--- src/sv/spmc_pkg.sv ---
// Shared types and constants for the spin and motion classifier.
package spmc_pkg;

	typedef struct packed {
		logic signed [11:0] rate_z;
		logic               at_rest;
		logic        [31:0] time_us;
	} sample_t;

	typedef struct packed {
		logic        [1:0]  motion_mode;
		logic               moving;
		logic               sleep_active;
		logic signed [31:0] torque_out;
		logic               zero_interval;
	} result_t;

	localparam logic [1:0] MODE_REST   = 2'd0;
	localparam logic [1:0] MODE_MOTION = 2'd1;
	localparam logic [1:0] MODE_SPIN   = 2'd2;

	localparam logic [1:0] CFG_SPIN_THRESHOLD   = 2'd0;
	localparam logic [1:0] CFG_SLEEP_THRESHOLD  = 2'd1;
	localparam logic [1:0] CFG_STATIONARY_RESET = 2'd2;

	localparam logic signed [11:0] SPIN_THRESHOLD_RST   = 12'sd400;
	localparam logic        [15:0] SLEEP_THRESHOLD_RST  = 16'd1000;
	localparam logic        [15:0] STATIONARY_RESET_RST = 16'd2000;

	localparam logic signed [11:0] MOVING_LIMIT = 12'sd200;
	localparam logic        [16:0] SLEEP_STEP   = 17'd10;
	localparam logic        [16:0] COUNT_MAX    = 17'h1FFFF;

	localparam logic [13:0] TORQUE_GAIN = 14'd8748;
	localparam logic signed [8:0] FILT_NEW = 9'sd243;
	localparam logic signed [8:0] FILT_OLD = 9'sd13;

	// Magnitude of gain * 256 * rate difference needs 34 bits
	localparam int DIV_W  = 34;
	localparam int DIVR_W = 32;
	localparam int CNT_W  = $clog2(DIV_W + 1);

endpackage

--- src/sv/spmc_div.sv ---
// Bit-serial restoring divider: one quotient bit per cycle.
module spmc_div (
	input  logic                              clk,
	input  logic                              arst_n,
	input  logic                              start,
	input  logic [spmc_pkg::DIV_W-1:0]        dividend,
	input  logic [spmc_pkg::DIVR_W-1:0]       divisor,
	output logic                              done,
	output logic [spmc_pkg::DIV_W-1:0]        quotient
);
	import spmc_pkg::*;

	logic [DIVR_W-1:0] rem_q;
	logic [DIV_W-1:0]  quo_q;
	logic [DIVR_W-1:0] dvs_q;
	logic [CNT_W-1:0]  cnt_q;
	logic              busy_q;
	logic              done_q;

	logic [DIVR_W:0]   trial;
	logic [DIVR_W:0]   diff;
	logic              qbit;

	// Bring down the next dividend bit beside the partial remainder
	assign trial = {rem_q, quo_q[DIV_W-1]};
	assign diff  = trial - {1'b0, dvs_q};
	assign qbit  = !diff[DIVR_W];

	always_ff @(posedge clk or negedge arst_n) begin
		if (!arst_n) begin
			busy_q <= 1'b0;
			done_q <= 1'b0;
			cnt_q  <= '0;
			rem_q  <= '0;
			quo_q  <= '0;
			dvs_q  <= '0;
		end else begin
			done_q <= 1'b0;
			if (start) begin
				busy_q <= 1'b1;
				cnt_q  <= '0;
				rem_q  <= '0;
				quo_q  <= dividend;
				dvs_q  <= divisor;
			end else if (busy_q) begin
				rem_q <= qbit ? diff[DIVR_W-1:0] : trial[DIVR_W-1:0];
				quo_q <= {quo_q[DIV_W-2:0], qbit};
				cnt_q <= cnt_q + 1'b1;
				if (cnt_q == CNT_W'(DIV_W - 1)) begin
					busy_q <= 1'b0;
					done_q <= 1'b1;
				end
			end
		end
	end

	assign done     = done_q;
	assign quotient = quo_q;

endmodule

--- src/sv/spin_motion_classifier.sv ---
// Top level: gyro sample classifier with filtered torque and stationary counter.
// One sample is taken at a time; the next one is accepted only after the last has loaded
// the result register. The steps are: capture, the gain multiply, the bit-serial
// divider that forms the rate derivative, taking the quotient, the low-pass filter
// multiply and sum, and the load of the result register. A sample with zero elapsed
// time skips the divider.
// The result register holds a finished beat while the next sample is already being
// worked on. A held beat stops the block only once the next result is ready to load.
module spin_motion_classifier (
	input  logic                clk,
	input  logic                arst_n,
	input  logic                sample_valid,
	output logic                sample_stall,
	input  spmc_pkg::sample_t   sample,
	output logic                result_valid,
	input  logic                result_stall,
	output spmc_pkg::result_t   result,
	input  logic                cfg_we,
	input  logic [1:0]          cfg_index,
	input  logic [15:0]         cfg_wdata
);
	import spmc_pkg::*;

	typedef enum logic [2:0] {
		ST_IDLE,
		ST_MUL,
		ST_DIV,
		ST_FMUL,
		ST_FSUM,
		ST_DONE
	} state_t;

	state_t state_q;

	logic signed [11:0] spin_th_q;
	logic        [15:0] sleep_th_q;
	logic        [15:0] stat_rst_q;

	logic signed [11:0] prev_rate_q;
	logic        [31:0] prev_time_q;
	logic signed [31:0] filt_q;
	logic        [16:0] count_q;

	logic        [1:0]  mode_q;
	logic               moving_q;
	logic               sleep_q;
	logic               zero_q;
	logic               neg_q;
	logic        [11:0] absdiff_q;
	logic        [31:0] dt_q;
	logic signed [31:0] raw_q;
	logic signed [40:0] pnew_q;
	logic signed [40:0] pold_q;

	logic               result_valid_q;
	result_t            result_q;

	logic               div_start;
	logic               div_done;
	logic [DIV_W-1:0]   div_quo;
	logic [DIV_W-1:0]   mag;

	// Capture-time arithmetic
	logic signed [12:0] rdiff;
	logic        [12:0] rdiff_neg;
	logic        [31:0] dt;
	logic        [1:0]  mode_n;
	logic               moving_n;
	logic        [17:0] cnt_inc;
	logic        [16:0] cnt_one;
	logic        [16:0] cnt_base;
	logic        [17:0] cnt_step;
	logic        [16:0] cnt_n;
	logic               sleep_n;
	logic signed [31:0] raw_n;
	logic signed [40:0] fsum;
	logic               take;

	assign take = sample_valid && !sample_stall;

	assign rdiff     = 13'(sample.rate_z) - 13'(prev_rate_q);
	assign rdiff_neg = -rdiff;
	assign dt        = sample.time_us - prev_time_q;

	always_comb begin
		if (sample.rate_z > spin_th_q)
			mode_n = MODE_SPIN;
		else if (sample.at_rest)
			mode_n = MODE_REST;
		else
			mode_n = MODE_MOTION;
	end

	assign moving_n = sample.rate_z > MOVING_LIMIT;

	// Stationary count: saturates, clears when moving, optional restart, then the sleep step
	always_comb begin
		cnt_inc  = {1'b0, count_q} + 18'd1;
		cnt_one  = cnt_inc[17] ? COUNT_MAX : cnt_inc[16:0];
		cnt_base = (cnt_one > {1'b0, stat_rst_q}) ? 17'd0 : cnt_one;
		cnt_step = {1'b0, cnt_base} + {1'b0, SLEEP_STEP};
		sleep_n  = 1'b0;
		cnt_n    = cnt_one;
		if (moving_n) begin
			cnt_n = '0;
		end else if (cnt_one > {1'b0, sleep_th_q}) begin
			sleep_n = 1'b1;
			cnt_n   = cnt_step[17] ? COUNT_MAX : cnt_step[16:0];
		end
	end

	// Saturate the derivative magnitude and restore its sign
	always_comb begin
		if (!neg_q) begin
			raw_n = (div_quo[DIV_W-1:31] != '0) ? 32'sh7FFFFFFF : $signed(div_quo[31:0]);
		end else begin
			if (div_quo[DIV_W-1:32] != '0 || (div_quo[31] && div_quo[30:0] != '0))
				raw_n = 32'sh80000000;
			else
				raw_n = $signed(-div_quo[31:0]);
		end
	end

	assign fsum = pnew_q + pold_q;

	// Gain times rate difference, scaled to Q8, loaded straight into the divider
	assign mag = {26'(TORQUE_GAIN) * 26'(absdiff_q), 8'd0};

	assign div_start = (state_q == ST_MUL) && !zero_q;

	spmc_div u_div (
		.clk      (clk),
		.arst_n   (arst_n),
		.start    (div_start),
		.dividend (mag),
		.divisor  (dt_q),
		.done     (div_done),
		.quotient (div_quo)
	);

	always_ff @(posedge clk or negedge arst_n) begin
		if (!arst_n) begin
			spin_th_q  <= SPIN_THRESHOLD_RST;
			sleep_th_q <= SLEEP_THRESHOLD_RST;
			stat_rst_q <= STATIONARY_RESET_RST;
		end else if (cfg_we) begin
			case (cfg_index)
				CFG_SPIN_THRESHOLD:   spin_th_q  <= $signed(cfg_wdata[11:0]);
				CFG_SLEEP_THRESHOLD:  sleep_th_q <= cfg_wdata;
				CFG_STATIONARY_RESET: stat_rst_q <= cfg_wdata;
				default: ;
			endcase
		end
	end

	always_ff @(posedge clk or negedge arst_n) begin
		if (!arst_n) begin
			state_q        <= ST_IDLE;
			prev_rate_q    <= '0;
			prev_time_q    <= '0;
			filt_q         <= '0;
			count_q        <= '0;
			result_valid_q <= 1'b0;
			result_q       <= '0;
			mode_q         <= MODE_REST;
			moving_q       <= 1'b0;
			sleep_q        <= 1'b0;
			zero_q         <= 1'b0;
			neg_q          <= 1'b0;
			absdiff_q      <= '0;
			dt_q           <= '0;
			raw_q          <= '0;
			pnew_q         <= '0;
			pold_q         <= '0;
		end else begin
			if (state_q == ST_DONE && (!result_valid_q || !result_stall))
				result_valid_q <= 1'b1;
			else if (result_valid_q && !result_stall)
				result_valid_q <= 1'b0;
			case (state_q)
				ST_IDLE: begin
					if (take) begin
						mode_q      <= mode_n;
						moving_q    <= moving_n;
						sleep_q     <= sleep_n;
						count_q     <= cnt_n;
						zero_q      <= (dt == '0);
						dt_q        <= dt;
						neg_q       <= rdiff[12];
						absdiff_q   <= rdiff[12] ? rdiff_neg[11:0] : rdiff[11:0];
						prev_rate_q <= sample.rate_z;
						prev_time_q <= sample.time_us;
						state_q     <= ST_MUL;
					end
				end
				ST_MUL: begin
					raw_q <= '0;
					// Zero interval: derivative is zero, skip the divider
					state_q <= zero_q ? ST_FMUL : ST_DIV;
				end
				ST_DIV: begin
					if (div_done) begin
						raw_q   <= raw_n;
						state_q <= ST_FMUL;
					end
				end
				ST_FMUL: begin
					pnew_q  <= 41'(raw_q) * 41'(FILT_NEW);
					pold_q  <= 41'(filt_q) * 41'(FILT_OLD);
					state_q <= ST_FSUM;
				end
				ST_FSUM: begin
					// Arithmetic drop of eight bits gives the floor of sum / 256
					filt_q  <= fsum[39:8];
					state_q <= ST_DONE;
				end
				ST_DONE: begin
					if (!result_valid_q || !result_stall) begin
						result_q.motion_mode   <= mode_q;
						result_q.moving        <= moving_q;
						result_q.sleep_active  <= sleep_q;
						result_q.torque_out    <= filt_q;
						result_q.zero_interval <= zero_q;
						state_q                <= ST_IDLE;
					end
				end
				default: state_q <= ST_IDLE;
			endcase
		end
	end

	assign sample_stall = (state_q != ST_IDLE);
	assign result_valid = result_valid_q;
	assign result       = result_q;

endmodule
--- config.mk ---
export PLATFORM = sky130hd
export DESIGN_NAME = spin_motion_classifier
export DESIGN_NICKNAME = d
export VERILOG_FILES = /design/src/sv/spmc_pkg.sv /design/src/sv/spmc_div.sv /design/src/sv/spin_motion_classifier.sv
export SDC_FILE = /design/constraint.sdc
export NUM_CORES = 2
export LEC_CHECK = 0
export BUFFER_PORTS_ARGS = -buffer_cell sky130_fd_sc_hd__buf_2
export CELL_PAD_IN_SITES_DETAIL_PLACEMENT = 1
export CELL_PAD_IN_SITES_GLOBAL_PLACEMENT = 1
export CORE_ASPECT_RATIO = 1.1
export CORE_MARGIN = 3
export CORE_UTILIZATION = 40
export DETAILED_ROUTE_END_ITERATION = 10
export GPL_ROUTABILITY_DRIVEN = 0
export MAX_ROUTING_LAYER = met4
export PLACE_DENSITY_LB_ADDON = 0.1
export SYNTH_ARGS = -nofsm -noshare
export SYNTH_HDL_FRONTEND = slang
export SYNTH_SLANG_ARGS = --single-unit
--- constraint.sdc ---
create_clock -name clk -period 14 [get_ports clk]
set_input_delay 0.7 -clock clk [delete_from_list [all_inputs] [get_ports clk]]
set_output_delay 0.7 -clock clk [all_outputs]
set_load 0.1 [all_outputs]
==> run metrics <==
Hold/Removal Path Class in -> async; synth unique cells 85; CTS Buf Count 56; Power Total 9.20 mW; Die Area 93500 um2; DR top layer met4; top_reg_cell synth dfrtp_1; GRT overflow 0; Setup violations, final 0; ANT nets after route 0; worst path cell trace ha_1 -> inv_1 -> fa_1 -> inv_1 -> fa_1 -> fa_1 -> ha_1 -> a2111oi_0 -> o21ai_0 -> a311oi_1 -> o21ai_0 -> a2bb2oi_1 -> o21ai_1 -> a41o_1 -> o41ai_1 -> xor2_1 -> o21ai_1; DRT iter0 DRCs 900; Met2 Wirelength 43500 um; buffers added on ports 106; H-Tree Level Count 2; final wirelength 86800 um; TritonCTS clock tree done; Post-DP HPWL 67100 um; crit path kind reg -> reg; row count 114; Worst Max-Slew Pin Slew 1.16 ns; final hold slack 0.0290 ns; pin count of the biggest net entering global routing 88; CTS clk-pin slew, worst paths 0.06 ns; Crit path top cell by count fa_1; post-CTS resize count 0; Post-Synthesis Cells 4042; skew final 0.0289 ns; clock sink count 443; fraction of final layout cells sized beyond drive strength 1 0.0834; cts hold-fix bufs 0; Peak VDD IR 0.181 mV; status finished clean; global-route wire length before repair 149000 um; wl on met1 39900 um; met3 wire length 1820 um; Crit path arrival time 6.42 ns; setup repair bufs after CTS 0; CP max stage delay 0.67 ns; RSZ-0062 raised after global routing false; CP Capture Type register; setup TNS 0 ns; maximum root-to-sink buffer count 3; TritonRoute pass-1 iters 5; fill count 10400; Syn Area/Cell 8.89 um2; Residual DRC 0; via count 27500; Critical Path RT 14.50 ns; CP max stage cell a311oi_1; Ys Warns 0; Slew headroom 0.229; IO Count 107; via/cell ratio 5.17; gr usage total 0.195; final worst path period need 5.92 ns; Max Freq 169 MHz; Max FO, Critical Path 4; DP Cell Count 5204; pwr/cell area 232 nW/um2; sequential area share after synthesis 0.309; clock root buffer clkbuf_16; Final period util 0.423; max_cap viols 0; synthesized netlist net count 4706; nets@finish 4766; ys async rst share 1.00; Layout Cells excl Fill 5307; Startpoint Class register; post-DR wirelength/cell 16.4 um; leakage power 20.5 nW; initial antenna violation count 1; post-route cell area 39700 um2; core box area 88400 um2; count leader, synth inv_1; Final Hold Viols 0; DP Area 37700 um2; n_diodes 0; vias in the first global route 29700; Synth area leaders dfrtp_1 30%, ha_1 15%, fa_1 9.7%; Pins Over Slew Limit 0; die height 320 um; Starting Density 0.406; Commonest cells post-synth 544 x inv_1, 508 x nand2_1, 428 x dfrtp_1; Synth Register Bits 443; area delta synth->final 10.5%; Clk Latency, worst-skew pair 0.66 ns; die span in x 292 um; Post-synth EDFFs 0; top-area cell type share of the netlist area 0.298; Cell Area, Synth 35900 um2; largest area contributor in the netlist dfrtp_1
[metrics by stage]
stage,setup slack [ns],util
3_5_place_dp,8.18,0.426
4_1_cts,8.15,0.449
6_report,8.08,0.449
2_1_floorplan,8.93,-
3_3_place_gp,8.23,0.426
5_1_grt,7.79,0.449
[worst paths after layout]
kind	slack, ns	startpoint	endpoint	cells after the start
min	0.03	arst_n	result[5]	1
max	8.08	raw_q[2]	pnew_q[37]	17
max reg2reg	8.08	raw_q[2]	pnew_q[37]	17
max in group asynchronous	11.31	arst_n	prev_rate_q[4]	4
min in group clk	0.26	sample[18]	prev_time_q[18]	3
min reg2reg	0.47	result[10]	result[10]	2
[cells by family after synthesis]
group	count (synthesis)	synth area share
AOI/OAI and AO/OA	1020	0.171
and+or+nand+nor	1016	0.129
buffers and inverters	674	0.0704
adders and majority gates	596	0.244
DFF	443	0.309
xor gates and xnor gates	192	0.0468
muxes	101	0.0302
[placed cells by master (no fill, tap or decap), drive strengths merged, types with 15 or more instances in the layout]
master,n
xor2,86
and3,30
a31oi,32
mux2i,43
dfrtp,428
nand3,50
a21oi,211
a21o,97
a211oi,36
nand4,30
nor2b,34
fa,174
buf,131
mux2,58
nor3,49
clkbuf,78
ha,422
o211ai,16
o22ai,16
xnor2,106
inv,547
dfstp,15
o21ai,445
nand2,509
o31ai,20
nand2b,39
o21a,27
o21bai,25
nor2,187
[report_power, final]
part | total (mW) | switching [mW] | internal [mW]
clock | 1.58 | 0.620 | 0.963
sequential | 2.06 | 0.345 | 1.71
combinational | 5.56 | 3.33 | 2.23
[routing by layer]
metal | vias up | track usage
met5 | - | -
met4 | 0 | 0.0385
met3 | 108 | 0.0199
met2 | 213 | 0.349
met1 | 13300 | 0.241
li1 | 13900 | -
[worst max-delay path: cells and delay by family, from the launching register on]
| family | cells | cell delay [ns] |
|---|---|---|
| AO/OA/AOI/OAI | 9 | 2.88 |
| adder cells (fa/ha/maj) | 5 | 2.17 |
| flip-flops | 1 | 0.40 |
| XOR/XNOR | 1 | 0.18 |
| buffers and inverters | 2 | 0.14 |
[sequential cells by signal, indices dropped and copies added, names as in the netlist, 16 cells and up]
register	cells
pnew_q	40
dt_q	32
raw_q	32
sleep_th_q	16
filt_q	32
result	37
u_div.rem_q	32
prev_time_q	32
count_q	17
pold_q	37
u_div.dvs_q	32
u_div.quotient	34
stat_rst_q	16
[cell type report]
type / instances / area (um2) / share of cell area
Clock buffer: 78 / 1630 / 0.0410
Clock inverter: 25 / 394 / 0.00993
Inverter: 545 / 2050 / 0.0515
Multi-Input combinational cell: 2925 / 22400 / 0.563
Sequential cell: 443 / 11100 / 0.280
Tap cell: 1160 / 1450 / 0.0366
Timing Repair Buffer: 131 / 728 / 0.0183
Note: power is estimated with default switching activity, not from simulation.
